$ cat src/rtl/core/hff_pkg.sv
`timescale 1ns / 1ps
// Shared types and constants of the RGB565 hole-fill filter.
// No dependencies.
package hff_pkg;

    localparam int FRAME_WIDTH_DEF  = 64;
    localparam int FRAME_HEIGHT_DEF = 64;

    localparam int PIX_W = 16;
    localparam int POS_W = 6;

    localparam int RED_SHIFT   = 11;
    localparam int GREEN_SHIFT = 5;

    // x / 5 == (x * 205) >> 10 for x < 1024
    localparam int DIV5_MUL   = 205;
    localparam int DIV5_SHIFT = 10;

    localparam logic OP_WRITE = 1'b0;
    localparam logic OP_READ  = 1'b1;

    typedef enum logic [3:0] {
        ST_IDLE   = 4'b0001,
        ST_FETCH  = 4'b0010,
        ST_LAST   = 4'b0100,
        ST_FINISH = 4'b1000
    } state_t;

    typedef enum logic [2:0] {
        NB_CENTRE = 3'd0,
        NB_RIGHT  = 3'd1,
        NB_DOWN   = 3'd2,
        NB_LEFT   = 3'd3,
        NB_UP     = 3'd4
    } nb_sel_t;

    typedef struct packed {
        logic clear;
        logic add;
    } acc_ctrl_t;

endpackage

$ cat src/rtl/core/hff_accum.sv
`timescale 1ns / 1ps
// Per-channel neighbour accumulator and divide-by-five for hole filling.
// Depends on hff_pkg.
module hff_accum (
    input  logic                         aclk,
    input  hff_pkg::acc_ctrl_t           ctrl,
    input  logic [hff_pkg::PIX_W-1:0]    pixel,
    output logic [hff_pkg::PIX_W-1:0]    avg_pixel
);

    logic [6:0]  red_reg,   red_next;
    logic [7:0]  green_reg, green_next;
    logic [6:0]  blue_reg,  blue_next;
    logic [14:0] red_prod;
    logic [15:0] green_prod;
    logic [14:0] blue_prod;

    always_comb begin
        priority if (ctrl.clear) begin
            red_next   = '0;
            green_next = '0;
            blue_next  = '0;
        end else if (ctrl.add) begin
            red_next   = red_reg + 7'(pixel[15:11]);
            green_next = green_reg + 8'(pixel[10:5]);
            blue_next  = blue_reg + 7'(pixel[4:0]);
        end else begin
            red_next   = red_reg;
            green_next = green_reg;
            blue_next  = blue_reg;
        end
    end

    always_ff @(posedge aclk) begin
        red_reg   <= red_next;
        green_reg <= green_next;
        blue_reg  <= blue_next;
    end

    assign red_prod   = 15'(red_reg) * 15'(hff_pkg::DIV5_MUL);
    assign green_prod = 16'(green_reg) * 16'(hff_pkg::DIV5_MUL);
    assign blue_prod  = 15'(blue_reg) * 15'(hff_pkg::DIV5_MUL);

    assign avg_pixel = {red_prod[14:hff_pkg::DIV5_SHIFT],
                        green_prod[15:hff_pkg::DIV5_SHIFT],
                        blue_prod[14:hff_pkg::DIV5_SHIFT]};

endmodule

$ cat config.mk
export PLATFORM = sky130hd
export DESIGN_NAME = hff_accum
export DESIGN_NICKNAME = d
export VERILOG_FILES = /design/src/rtl/core/hff_pkg.sv /design/src/rtl/core/hff_accum.sv
export SDC_FILE = /design/constraint.sdc
export NUM_CORES = 1
export LEC_CHECK = 0
export ABC_AREA = 1
export BUFFER_PORTS_ARGS = -buffer_cell sky130_fd_sc_hd__buf_2
export CORE_MARGIN = 3
export CORE_UTILIZATION = 68
export CTS_CLUSTER_SIZE = 25
export DETAILED_ROUTE_END_ITERATION = 10
export PLACE_DENSITY = 0.9
export SLEW_MARGIN = 20
export SYNTH_ARGS = -nofsm -noshare
export SYNTH_HDL_FRONTEND = slang
export SYNTH_SLANG_ARGS = --single-unit
$ cat constraint.sdc
create_clock -name aclk -period 12.11 [get_ports aclk]
set_clock_uncertainty 0.05 [all_clocks]
set_input_delay 2.422 -clock aclk [delete_from_list [all_inputs] [get_ports aclk]]
set_output_delay 2.422 -clock aclk [all_outputs]
set_load 0.02 [all_outputs]
Word level (Yosys, flattened, before mapping)
Cells that the tools add are included.
- output and inout port bits: 16
- flip-flop bits (word level): 22
- word-level logic and storage cells: 9
- $add $sub $neg: 3
- multipliers: 3
- operators by type and width (operator ; number):
    7-bit by 8-bit multiplier with 15-bit output (second input constant) ; 2
    8-bit by 8-bit multiplier with 16-bit output (second input constant) ; 1
    7-bit by 5-bit adder with 7-bit output ; 2
    8-bit by 6-bit adder with 8-bit output ; 1

Depth between registers and ports, before layout
- depth in word-level cells: 1
- depth in mapped cells: 17

Least setup slack after synthesis
OpenSTA, ideal clock, no wires.
- path kind: reg-to-output
- from: reg green_reg[6]
- to: out avg_pixel[10] (netlist name)
- cell stages (with the launch flop): 17
- data required time: 9.638 ns
- setup slack: 6.360 ns
- arrival: 3.278 ns
- cell sequence: dfxtp_1 > ha_1 > inv_1 > fa_1 > fa_1 > fa_1 > inv_1 > ha_1 > nand2_1 > nand2_1 > nand2_1 > nand3_2 > a21oi_1 > nand2_1 > nand2_1 > nand2_1 > buf_4
- longest elaborated chain between the ends: 1
- ends and longest elaborated chain (item ; RTL line ; text):
    from (decl) ; hff_accum.sv:12 ; logic [7:0] green_reg, green_next;
    from (signal assigned) ; hff_accum.sv:36 ; green_reg <= green_next;
    8-bit by 8-bit multiplier with 16-bit output ; hff_accum.sv:41 ; assign green_prod = 16'(green_reg) * 16'(hff_pkg::DIV5_MUL);
    to (decl) ; hff_accum.sv:8 ; output logic [hff_pkg::PIX_W-1:0] avg_pixel
Every way passes these cells.

Worst setup path in the final report
Ends and elaborated chain as after synthesis.

==> reports/metrics.yaml <==
vias: 4382
fin_crit_ns: 6.34
start_kind: "register"
dp_hpwl_mm: 8.96
grt_overflow: 0
path_class: "reg2out"
syn_nets: 851
regArea_um2: 440
finalHoldViolations: 0
largest_reg_flops: 8
hold_buffers: 0
worstPathRequired_ns: 9.64
min_from: "red_reg[6]"
final_common_cell: "inv_1"
clkLatencyLatePin_ns: 0.27
coreArea_um2: 6910
synthToLayoutAreaGrowth_pct: 4.40
period_share: 0.523
die_h_um: 91.0
cts_setup_buffers: 0
finalMaxSlewViolations: 0
postSynth.asyncResetShare: 0
cp.arrival_ns: 3.87
drive_above_1_share: 0.0780
power_density_nw_per_um2: 99.1
seq_area_frac_synth: 0.0896
die_w_um: 91.0
synth_edf_count: 0
cts.path.max_buffers: 2
intPower_uw: 254
antenna_cells: 0
avgSynthCellArea_um2: 7.28
placedCellCount: 784
wire_per_inst_um: 13.4
ys_types: 30
dpl-instance-area_um2: 5060
rsz0062_at_grt: "no"
power_uw: 509
cp_max_fo: 8
yosysWarnings: 0
rows: 30
rr_startpoint: "green_reg[0]"
die_area_um2: 8290
pwr-share-seq: 0.178
cts.repair.resized: 0
finalWirelength_mm: 10.6
startpoint: "green_reg[6]"
crit_path_end: "avg_pixel[10]"
nets: 869
track_usage: 0.262
grt_pass1_vias: 4445
leakagePower_nw: 3.18
hold_path_depth: 2
stdcell_area_um2: 5130
clock.fmax_mhz: 158
drt_iter0_markers: 177
final_cells: 788
hold_class: "reg2reg"
worstSetupEndpointType: "output pin"
top_level_ports: 35
outcome: "finished, final reports clean"
reg2regPathDepth: 11
ir_worst_vdd_mv: 0.0677
worst_pin_slew_ns: 0.561
post_drt_via_cell_ratio: 5.56
reg2reg_setup_slack_ns: 10.20
final.setup.tns_ns: 0
setup_viol: 0
worstReg2RegEnd: "green_reg[6]"
grt_first_pass_wirelength_mm: 18.6
cap_violations: 0
switching_power_uw: 255
post-route-drc-count: 0
h-tree-depth: 1
switching_share: 0.501
clkPwrFrac: 0.140
root_buffer: "clkbuf_8"
synth_seq_cells: 22
drt_pass1_iterations: 5
synth_top_flop_cell: "dfxtp_1"
cts_sinks: 22
multiInputGateArea_um2: 3810
slew_headroom: 0.626
gp_congestion: 0.912
start_util: 0.712
mostFrequentLayoutCells: "inv_1 (137), nand2_1 (128), ha_1 (127)"
syn_inst: 675
portBuffers: 34
grt_antenna_before_repair: 0
p_comb_frac: 0.682
nFillCells: 558
path_clk_slew_ns: 0.09
grt_start_max_net_pins: 32
syn_area_um2: 4920
ant_nets: 0
cts_tree: "done"
cts_buffers: 3
## how the worst min path moves through the flow
| stage | endpoint | slack (ns) |
|---|---|---|
| final | red_reg[6] | 0.52 |
| after global routing | blue_reg[6] | 0.57 |
| after CTS | red_reg[6] | 0.52 |
| after detailed placement | red_reg[6] | 0.51 |
| after global placement | blue_reg[6] | 0.50 |
| after floorplan | blue_reg[6] | 0.47 |
## area by class of cell
| type | instances | share of cell area |
|---|---|---|
| Clock inverter | 1 | 0.00585 |
| Multi-Input combinational cell | 493 | 0.742 |
| Clock buffer | 3 | 0.00804 |
| Inverter | 139 | 0.102 |
| Sequential cell | 22 | 0.0858 |
| Timing Repair Buffer | 34 | 0.0332 |
| Tap cell | 96 | 0.0234 |
## power by group through the flow
stage	logic, mW	clock network, mW	registers, mW
after global placement	0.322	0	0.0917
after floorplan	0.278	0	0.0884
final	0.347	0.0711	0.0908
after CTS	0.346	0.0715	0.0905
after detailed placement	0.341	0	0.0923
after global routing	0.398	0.0741	0.0921
## metal layers
metal  up-vias  global-route usage  part of all wire
met4         0              0.0515             0.018
met2       141               0.476              0.49
li1       2188                   -                 -
met3        28              0.0356             0.052
met5         -                   0                 0
met1      2025               0.332              0.44
## per-stage QoR
| step | utilization | setup WS (ns) | hold slack, ns |
|---|---|---|---|
| after floorplan | - | 6.36 | 0.475 |
| after global placement | 0.733 | 6.24 | 0.497 |
| after detailed placement | 0.733 | 6.08 | 0.508 |
| after CTS | 0.743 | 5.78 | 0.523 |
| after global routing | 0.743 | 5.54 | 0.565 |
| final | 0.743 | 5.77 | 0.524 |
## cell families after synthesis
family	share of synthesized area
buffers and inverters	0.136
DFF	0.0896
xor gates and xnor gates	0.0285
and+or+nand+nor	0.208
AOI/OAI and AO/OA	0.0924
adders and majority gates	0.445
## critical path: stages, from the launching register on
cell     delay [ns]
dfxtp_1        0.41
ha_1           0.35
inv_1          0.07
fa_1           0.56
fa_1           0.45
fa_1           0.55
inv_1          0.05
ha_1           0.34
nand2_1        0.10
nand2_1        0.07
nand2_1        0.08
nand3_2        0.08
a21oi_1        0.18
nand2_1        0.07
nand2_1        0.06
nand2_1        0.04
buf_2          0.15
## synthesized netlist by cell type (3+ instances only)
master | count | share of area
inv_1 | 137 | 0.10
nand2_1 | 128 | 0.098
ha_1 | 127 | 0.32
nor2_1 | 53 | 0.040
nand3_1 | 42 | 0.043
a21oi_1 | 31 | 0.032
fa_1 | 30 | 0.12
dfxtp_1 | 22 | 0.090
o21ai_0 | 20 | 0.020
buf_4 | 17 | 0.026
nand4_1 | 9 | 0.011
o21bai_1 | 9 | 0.014
xnor2_1 | 8 | 0.014
xor2_1 | 8 | 0.014
nand2_2 | 4 | 0.0051
a21oi_2 | 3 | 0.0053
a31oi_1 | 3 | 0.0038
nand3b_1 | 3 | 0.0046
o211ai_1 | 3 | 0.0046
o21ai_1 | 3 | 0.0031
o21ai_2 | 3 | 0.0053
No activity file was read; power rests on OpenSTA's default activity.
